`config.mk`:
```
export PLATFORM = sky130hd
export DESIGN_NAME = rti_pipe_ctrl
export DESIGN_NICKNAME = d
export VERILOG_FILES = /design/src/rtl/rti_pipe_ctrl.sv
export SDC_FILE = /design/constraint.sdc
export NUM_CORES = 1
export LEC_CHECK = 0
export ABC_CLOCK_PERIOD_IN_PS = 3910
export BUFFER_PORTS_ARGS = -buffer_cell sky130_fd_sc_hd__buf_2
export CAP_MARGIN = 20
export CORE_ASPECT_RATIO = 0.7
export CORE_UTILIZATION = 53
export DETAILED_ROUTE_END_ITERATION = 10
export PLACE_DENSITY_LB_ADDON = 0.08
export SLEW_MARGIN = 10
export SYNTH_ARGS = -nofsm -noshare
export SYNTH_HDL_FRONTEND = slang
export SYNTH_SLANG_ARGS = --single-unit
```
`constraint.sdc`:
```
create_clock -name clk -period 3.91 [get_ports clk]
set_clock_uncertainty 0.1 [all_clocks]
set_input_delay 0.1955 -clock clk [delete_from_list [all_inputs] [get_ports clk]]
set_output_delay 0.1955 -clock clk [all_outputs]
set_load 0.05 [all_outputs]
```
`src/rtl/rti_pipe_ctrl.sv`:
```
// ----------------------------------------------------------------------------
// rti_pipe_ctrl
// Valid bits and per-stage load enables; bubbles collapse under a stall.
// ----------------------------------------------------------------------------
module rti_pipe_ctrl #(
  parameter int NST = 27
) (
  input  logic           clk,
  input  logic           rst,
  input  logic           tri_valid,
  output logic           tri_ready,
  output logic           res_valid,
  input  logic           res_ready,
  output logic [NST-1:0] en
);

  logic [NST-1:0] vld;
  logic [NST-1:0] vld_in;
  logic [NST:0]   chain;

  // a stage loads when it is empty or its successor loads
  always_comb begin
    chain[NST] = res_ready;
    for (int k = NST - 1; k >= 0; k--) begin
      chain[k] = !vld[k] || chain[k+1];
    end
  end

  // valid bit offered to each stage by its predecessor
  assign vld_in    = {vld[NST-2:0], tri_valid};
  assign en        = chain[NST-1:0];
  assign tri_ready = chain[0];
  assign res_valid = vld[NST-1];

  always_ff @(posedge clk) begin
    if (rst) begin
      vld <= '0;
    end else begin
      for (int k = 0; k < NST; k++) begin
        if (chain[k]) begin
          vld[k] <= vld_in[k];
        end
      end
    end
  end

endmodule

```
==> implementation parameters <==
Parameter                              Value

Run status
  Result of the run ... finished with violations
  Violations in the final reports ... design-rule violations

Global route
  Global router's overall resource usage ... 21.6%
  Largest net degree at the start of global routing ... 28
  Number of global-route vias before repair ... 833
  First-pass GRT wire length ... 3620 um
  Total grt overflow ... 0
  Number of antenna violations at the first check in global routing ... 0

Yosys
  Yosys top cell by area ... dfxtp_1
  Mean cell area of the mapped netlist ... 8.29 sq um
  Number of nets in the synthesized netlist ... 138
  Register area share after synthesis ... 48.6%
  Synth warnings ... 0
  Number of synthesized register bits ... 27
  Dominant cells by area after synthesis ... dfxtp_1 49%, a21oi_1 9.5%, inv_1 7.1%
  Post-synth cell types ... 22
  Syn Std Cell Area ... 1110 sq um
  Mapped Cells ... 134
  Yosys top cell area share ... 48.6%

Placement
  DP HPWL ... 1610 um
  Placed cell count ... 181
  Count of input and output buffers ... 32
  Final Wtd Congestion ... 0.770

Setup path
  Delay of the slowest critical-path stage ... 0.82 ns
  Arrival time of data at the critical path endpoint ... 2.48 ns
  Type of destination of the critical path ... output pin
  Maximum fanout encountered on the critical timing path ... 17
  Capture point of the critical path ... en[0]
  CP required ... 3.61 ns
  Register-to-register setup slack ... 1.67 ns
  Worst setup path startpoint ... vld[21]
  Reg2Reg Capture Point ... vld[0]
  Reg-to-reg critical path startpoint ... vld[21]
  Reg2Reg Depth ... 4
  Crit path kind ... reg2out
  Slowest CP cell ... nor4_4
  CP Cell Sequence ... nand4_1 > nor4_4 > nand4_1 > buf_2
  Cell repeated most along the worst path ... nand4_1
  Worst Setup Start Kind ... flip-flop

Routing
  Average detailed-routed wire length per instance ... 12.1 um
  Initial DRC Count ... 34
  Routed wire length ... 2250 um
  Vias/cell ... 5.31
  First-pass iteration count of the detailed router ... 7
  Vias ... 988
  DRT antenna net count ... 0
  # DRC ... 4

Pwr
  Leakage power ... 0.461 nW
  Max VDD drop ... 0.000306 V
  Total power ... 412 uW
  Power density normalized to cell area ... 318 nW/um^2

Clocking
  Root buffer cell ... clkbuf_4
  Post-CTS setup buffer count ... 0
  Number of levels the H-tree was split into ... 1
  Total CTS buffers ... 3
  Post_cts resized ... 0
  Sinks on Clock Net ... 27
  Maximum number of buffers from clock root to sink ... 2
  Clock-pin slew on the worst setup and hold paths ... 0.15 ns
  Latest clock arrival within the worst-skew pair ... 0.34 ns
  TritonCTS clock tree ... yes

Die
  Number of standard-cell rows in the floorplan ... 13
  Starting Density ... 57.9%
  Die footprint ... 2290 sq um
  Core Region ... 1920 sq um
  I/O pin total ... 33
  Die boundary height ... 40.3 um
  Die extent in x ... 56.7 um

Final layout
  Ant. Diodes ... 0
  Max FFs per register ... 27
  Share of layout cells above drive strength 1 ... 26.8%
  Top register by number of flip-flops ... vld
  Final instance count without filler cells ... 186
  Commonest non-fill, non-tap cell in the layout ... buf_2
  Regs by FF count ... vld x27
  Fill cell count ... 174
  Nets@finish ... 169
  Most frequent cells in the layout ... 32 x buf_2, 27 x dfxtp_1, 21 x inv_1, 21 x a21oi_1, 15 x nor2_1
  Layout overhead on the synthesized area ... 16.7%

Timing
  Fmax ... 360 MHz
  Final count of hold timing violations ... 0
  Worst slack on hold paths ... 0.189 ns
  Final critical-path share of the clock period ... 71.0%
  Remaining max-slew budget at the tightest pin ... 37.3%
  Tightest Pin Transition ... 0.933 ns
  Final-layout setup total negative slack ... 0 ns
  Number of max-slew violations in the final report ... 0
  RSZ-0062 raised after global routing ... no
  Time the worst path needs with I/O delays and setup ... 2.78 ns
  Endpoints failing setup ... 0

Worst hold path
  Min-Delay Path Depth ... 2
  Classification of the worst-slack hold path ... in2reg

Flow run
  Number of max-capacitance violations reported ... 0
[synthesized netlist by cell type, drive strengths merged]
cell type,instances
inv,21
clkbuf,2
a21oi,23
and2b,1
nand4b,1
nor2,16
dfxtp,27
nand3,9
and3,7
nand4,9
nand2,9
buf,5
nor3,3
nor4,1
[worst min path at each step]
stage               from      end  slack [ns]
6_report             rst  vld[12]        0.19
5_1_grt              rst  vld[12]        0.18
4_1_cts              rst  vld[26]        0.18
3_5_place_dp      vld[7]   vld[8]        0.34
3_3_place_gp      vld[7]   vld[8]        0.33
2_1_floorplan  tri_valid   vld[0]        0.22
[power breakdown]
part	switching, mW	internal, mW	total (mW)
logic	0.00618	0.00288	0.00905
registers	0.000969	0.277	0.278
clock network	0.0859	0.0393	0.125
total	0.0931	0.319	0.412
[kinds of logic after synthesis]
kind of cell           count (synthesis)  synth area share [%]
and+or+nand+nor                       56                  29.4
buffers and inverters                 28                  10.9
DFF                                   27                  48.6
AOI/OAI and AO/OA                     23                  11.0
[per-layer routing]
metal / vias to the layer above / track usage (%) / part of all wire, %
met2: 29 / 36.6 / 43
met3: 2 / 6.77 / 6.7
met4: 0 / 3.75 / 0.36
met1: 452 / 28.1 / 49
li1: 505 / - / -
met5: - / 0 / 0
[final cells by class]
class / count / area (sq um) / area share (%)
Clock buffer: 3 / 22.5 / 1.74
Clock inverter: 1 / 7.51 / 0.579
Inverter: 21 / 78.8 / 6.08
Multi-Input combinational cell: 79 / 449 / 34.7
Sequential cell: 27 / 541 / 41.7
Tap cell: 22 / 27.5 / 2.12
Timing Repair Buffer: 33 / 170 / 13.1
[what timing repair did]
action	CTS	global route
hold buffers	1	0
endpoints found under the hold margin	1	0
setup endpoints to repair	0	0
[per-stage QoR]
step / util [%] / setup slack (ns) / cell area, sq um
after floorplan: - / 1.42 / 1110
final: 67.5 / 1.13 / 1300
after CTS: 67.5 / 1.15 / 1300
after global placement: 65.4 / 1.64 / 1260
after global routing: 67.5 / 0.884 / 1300
after detailed placement: 65.4 / 1.56 / 1260
[worst max-delay path: cells and delay by family (launching register included)]
kind | cells | cell delay, ns
AND/OR/NAND/NOR | 3 | 1.33
flip-flops | 1 | 0.50
buffers and inverters | 1 | 0.31
(Power assumes the default switching activity.)
