===== src/rtl/rti_pkg.sv =====
// ----------------------------------------------------------------------------
// rti_pkg
// Shared types, constants and helpers for the ray/triangle intersection block.
// ----------------------------------------------------------------------------
package rti_pkg;

  localparam int FRAC_BITS_DEF = 16;
  localparam int COORD_W       = 32;
  localparam int SAT_IN_W      = 72;
  localparam int ADDR_W        = 5;
  localparam int DATA_W        = 32;

  typedef logic signed [COORD_W-1:0] coord_t;
  typedef coord_t [2:0] vec3_t;

  // one triangle word
  typedef struct packed {
    coord_t v2_z;
    coord_t v2_y;
    coord_t v2_x;
    coord_t v1_z;
    coord_t v1_y;
    coord_t v1_x;
    coord_t v0_z;
    coord_t v0_y;
    coord_t v0_x;
  } tri_in_t;

  // one result word
  typedef struct packed {
    logic   hit;
    coord_t hit_x;
    coord_t hit_y;
    coord_t hit_z;
  } hit_out_t;

  // ray held in registers
  typedef struct packed {
    coord_t org_x;
    coord_t org_y;
    coord_t org_z;
    coord_t dir_x;
    coord_t dir_y;
    coord_t dir_z;
  } ray_cfg_t;

  // data riding along the divider
  typedef struct packed {
    vec3_t v0;
    vec3_t e1;
    vec3_t e2;
    logic  neg_u;
    logic  neg_v;
    logic  miss;
  } side_t;

  typedef enum logic [2:0] {
    REG_ORIGIN_X = 3'd0,
    REG_ORIGIN_Y = 3'd1,
    REG_ORIGIN_Z = 3'd2,
    REG_DIR_X    = 3'd3,
    REG_DIR_Y    = 3'd4,
    REG_DIR_Z    = 3'd5
  } reg_idx_t;

  // clamp to the signed coordinate range
  function automatic coord_t sat32(input logic signed [SAT_IN_W-1:0] x);
    logic signed [SAT_IN_W-1:0] hi;
    logic signed [SAT_IN_W-1:0] lo;
    hi = SAT_IN_W'(64'sh7FFF_FFFF);
    lo = -SAT_IN_W'(64'sh8000_0000);
    if (x > hi) begin
      return coord_t'(hi);
    end else if (x < lo) begin
      return coord_t'(lo);
    end
    return coord_t'(x);
  endfunction

  // tolerance: 0.0001 in fixed point, rounded, at least one LSB
  function automatic int eps_q(input int frac);
    int raw;
    raw = ((1 << frac) + 5000) / 10000;
    return (raw == 0) ? 1 : raw;
  endfunction

endpackage


===== src/rtl/rti_cfg.sv =====
// ----------------------------------------------------------------------------
// rti_cfg
// APB register file holding the ray origin and direction.
// ----------------------------------------------------------------------------
module rti_cfg #(
  parameter int FRAC_BITS = rti_pkg::FRAC_BITS_DEF
) (
  input  logic                        clk,
  input  logic                        rst,
  input  logic                        psel,
  input  logic                        penable,
  input  logic                        pwrite,
  input  logic [rti_pkg::ADDR_W-1:0]  paddr,
  input  logic [rti_pkg::DATA_W-1:0]  pwdata,
  output logic [rti_pkg::DATA_W-1:0]  prdata,
  output logic                        pready,
  output rti_pkg::ray_cfg_t           ray
);

  rti_pkg::reg_idx_t idx;

  assign idx    = rti_pkg::reg_idx_t'(paddr[rti_pkg::ADDR_W-1:2]);
  assign pready = 1'b1;

  // register writes
  always_ff @(posedge clk) begin
    if (rst) begin
      ray.org_x <= '0;
      ray.org_y <= '0;
      ray.org_z <= '0;
      ray.dir_x <= '0;
      ray.dir_y <= '0;
      ray.dir_z <= rti_pkg::coord_t'(1 << FRAC_BITS);
    end else if (psel && penable && pwrite) begin
      unique case (idx)
        rti_pkg::REG_ORIGIN_X: ray.org_x <= pwdata;
        rti_pkg::REG_ORIGIN_Y: ray.org_y <= pwdata;
        rti_pkg::REG_ORIGIN_Z: ray.org_z <= pwdata;
        rti_pkg::REG_DIR_X:    ray.dir_x <= pwdata;
        rti_pkg::REG_DIR_Y:    ray.dir_y <= pwdata;
        rti_pkg::REG_DIR_Z:    ray.dir_z <= pwdata;
        default: ;
      endcase
    end
  end

  // read mux
  always_comb begin
    unique case (idx)
      rti_pkg::REG_ORIGIN_X: prdata = ray.org_x;
      rti_pkg::REG_ORIGIN_Y: prdata = ray.org_y;
      rti_pkg::REG_ORIGIN_Z: prdata = ray.org_z;
      rti_pkg::REG_DIR_X:    prdata = ray.dir_x;
      rti_pkg::REG_DIR_Y:    prdata = ray.dir_y;
      rti_pkg::REG_DIR_Z:    prdata = ray.dir_z;
      default:               prdata = '0;
    endcase
  end

endmodule


===== config.mk =====
export PLATFORM = sky130hd
export DESIGN_NAME = rti_cfg
export DESIGN_NICKNAME = d
export VERILOG_FILES = /design/src/rtl/rti_pkg.sv /design/src/rtl/rti_cfg.sv
export SDC_FILE = /design/constraint.sdc
export NUM_CORES = 1
export LEC_CHECK = 0
export BUFFER_PORTS_ARGS = -buffer_cell sky130_fd_sc_hd__buf_4
export CORE_ASPECT_RATIO = 1.75
export CORE_MARGIN = 3
export CORE_UTILIZATION = 30
export CTS_BUF_LIST = sky130_fd_sc_hd__clkbuf_8
export DETAILED_ROUTE_END_ITERATION = 8
export GPL_ROUTABILITY_DRIVEN = 0
export HOLD_SLACK_MARGIN = 0.02
export RECOVER_POWER = 50
export SYNTH_ARGS = -nofsm -noshare
export SYNTH_HDL_FRONTEND = slang
export SYNTH_SLANG_ARGS = --single-unit

===== constraint.sdc =====
create_clock -name clk -period 2.1 [get_ports clk]
set_clock_uncertainty 0.1 [all_clocks]
set_input_delay 0.21 -clock clk [delete_from_list [all_inputs] [get_ports clk]]
set_output_delay 0.21 -clock clk [all_outputs]
set_load 0.005 [all_outputs]

==> results.ini <==
[status]
result_of_the_run = complete, no violations

[setup_path]
critPathMaxStageDelay_ns = 0.36
capturing_element_type_of_the_critical_path = primary output
data_arrival_time_of_the_worst_path_ns = 1.61
crit_chain = mux2_2 -> a221o_1 -> buf_4
critPathSlowestCell = dfxtp_1
cp_max_fo = 3
worst-setup-path-type = reg2out
crit_path_start_kind = register
cp.required_ns = 1.79

[clocking]
cts-resized-gates = 0
maximum_buffer_depth_of_the_clock_tree = 2
worst_setup_hold_path_clk_slew_ns = 0.10
clock_net_sink_count = 192
cts_tree = yes
number_of_buffers_created_by_cts = 17
post_cts_buffers = 0
clk_latency_ns = 0.49
root_buffer = clkbuf_8
cts-htree-levels = 4

[job]
max_cap_viol_count = 0

[routing]
detail-route-antenna-nets = 0
drt_first_pass_iters = 5
detailroute.via_count = 8159
drt_initial_violations = 432
detail_route.wl_per_cell_microns = 21.1
vias_per_cell = 5.08
post-route-drc-count = 0
finalWirelength_microns = 33900

[synth]
ys_async_sr_fraction = 0
synth_seq_cells = 192
syn_inst = 942
synth_area_per_cell_sq_um = 9.58
post_synth_num_cell_types = 34
synthDominantAreaCellType = dfxtp_1
synth-edff-count = 0
yosysSeqAreaShare = 0.426
synth_area_leaders = dfxtp_1 43%, mux2i_1 18%, nand2b_1 11%
synth_top_cell_area_share = 0.426
synth_fp_nets = 984
synth_flop_cell = dfxtp_1
yosysWarningCount = 0
mappedNetlistArea_sq_um = 9020

[timing]
slew_headroom = 0.497
postLayoutSetupSlackWorst_ns = 0.185
final_total_negative_setup_slack_ns = 0
final-hold-violation-count = 0
drv_slew = 0
worst_slew_pin_slew_ns = 0.754
max_freq_ghz = 0.522
rsz0062_at_grt = false
report.final.setup_viol = 0
final_period_minus_worst_setup_slack_ns = 1.92
fin_crit_sh = 0.912

[global_routing]
overflow = 0
grt_util_all_layers = 0.207
global_route_wire_length_before_repair_microns = 50800
grt_start_max_net_pins = 64
first_global_vias = 8189
grt_antenna_before_repair = 1

[layout]
flow.area_growth_from_synthesis_pct = 34.0
largest_registers = ray: 192 flops
design.final.nets = 1254
flip_flop_count_of_the_largest_register_after_layout = 192
top_register_by_number_of_flip_flops = ray
final_layout_size_suffix_gt1_frac = 0.282

[floorplan]
chipHeight_microns = 235
floorplan.rows = 83
die-area_sq_um = 32300
coreArea_sq_um = 29500
initial_standard_cell_utilization_of_the_core = 0.306
ios = 267
die_w_microns = 137

[placed_design]
detailed_place_hpwl_microns = 23500
pre_cts_ws_ns = 0.230
io_buffers = 263

[pwr]
power-per-cell-area_nw_per_um2 = 551
leakagePower_nw = 5.36
power.ir.vdd_worst_mv = 0.397

[worst_hold_path]
hp-class = in2reg

-- final timing paths --
kind                            cells after the start  slack [ns]     start    endpoint
worst min register to register                      2        0.39  ray[173]    ray[173]
worst max register to register                      3        0.77   ray[22]     ray[22]
worst min-delay path                                5        0.20  paddr[3]     ray[24]
worst max-delay path                                3        0.18  ray[120]  prdata[24]
-- critical path: cells and delay by family (launching register included) --
family | cells | cell delay, ns
AO/OA/AOI/OAI | 1 | 0.34
buffers and inverters | 1 | 0.14
flip-flops | 1 | 0.36
multiplexers | 1 | 0.27
-- synthesized netlist by cell type (5+ instances only) --
cell type / count
a21oi_1: 67
a221o_1: 10
a22oi_1: 12
a32oi_1: 8
buf_2: 34
buf_4: 5
clkbuf_1: 46
dfxtp_1: 192
inv_1: 10
mux2_2: 44
mux2i_1: 158
nand2_1: 13
nand2b_1: 162
nand3_1: 63
o21ai_0: 61
o21ai_1: 10
o221ai_1: 10
o32ai_1: 10
-- cell usage in the layout (no fill, tap or decap), types with 12 or more instances in the layout --
cell type	synthesis	layout
a21oi_1	67	67
a22oi_1	12	12
buf_12	0	12
buf_4	5	165
clkbuf_1	46	46
clkbuf_4	0	83
clkbuf_8	0	18
dfxtp_1	192	192
dlygate4sd3_1	0	34
inv_1	10	12
mux2_2	44	44
mux2i_1	158	158
nand2b_1	162	161
nand3_1	63	63
o21ai_0	61	61
-- per-stage QoR --
stage	util	power, mW	std cells	hold WS, ns	area (sq um)
after global routing	0.410	6.91	1607	0.162	12100
after floorplan	-	4.11	942	0.258	9020
after CTS	0.416	6.75	1606	0.145	12300
after detailed placement	0.393	4.45	1541	0.381	11600
after global placement	0.393	4.44	1541	0.372	11600
final	0.410	6.66	1607	0.204	12100
-- area by class of cell --
cell class	instances	area, sq um
Antenna cell	1	2.50
Clock buffer	18	248
Clock inverter	13	91.3
Fill cell	3040	17400
Inverter	11	41.3
Multi-Input combinational cell	649	4760
Sequential cell	192	3840
Tap cell	382	478
Timing Repair Buffer	341	2620
-- power by group --
part	leakage [nW]	internal (mW)	switching (mW)	total, mW
logic	3.63	0.313	0.406	0.719
clock network	0.182	0.846	1.40	2.25
registers	1.55	3.67	0.0233	3.69
total	5.36	4.82	1.83	6.66
-- cells by family after synthesis --
logic type      count (synthesis)  synth area share
mux                           202             0.230
buf+inv                       101            0.0497
compound gates                194             0.131
flops                         192             0.426
other cells                     1          0.000416
simple gates                  252             0.163
-- layer usage --
| metal | wire (microns) | track usage | vias to the layer above | share of wire |
|---|---|---|---|---|
| li1 | - | - | 3879 | - |
| met3 | 1930 | 0.0466 | 40 | 0.057 |
| met2 | 17500 | 0.368 | 268 | 0.52 |
| met1 | 13400 | 0.237 | 3972 | 0.39 |
| met5 | 0 | 0 | - | 0 |
| met4 | 1070 | 0.0775 | 0 | 0.032 |
-- what timing repair did --
action	4_1_cts	5_1_grt
hold buffers	34	0
endpoints found under the hold margin	192	0
setup endpoints to repair	0	0
Note: power is estimated with default switching activity, not from simulation.
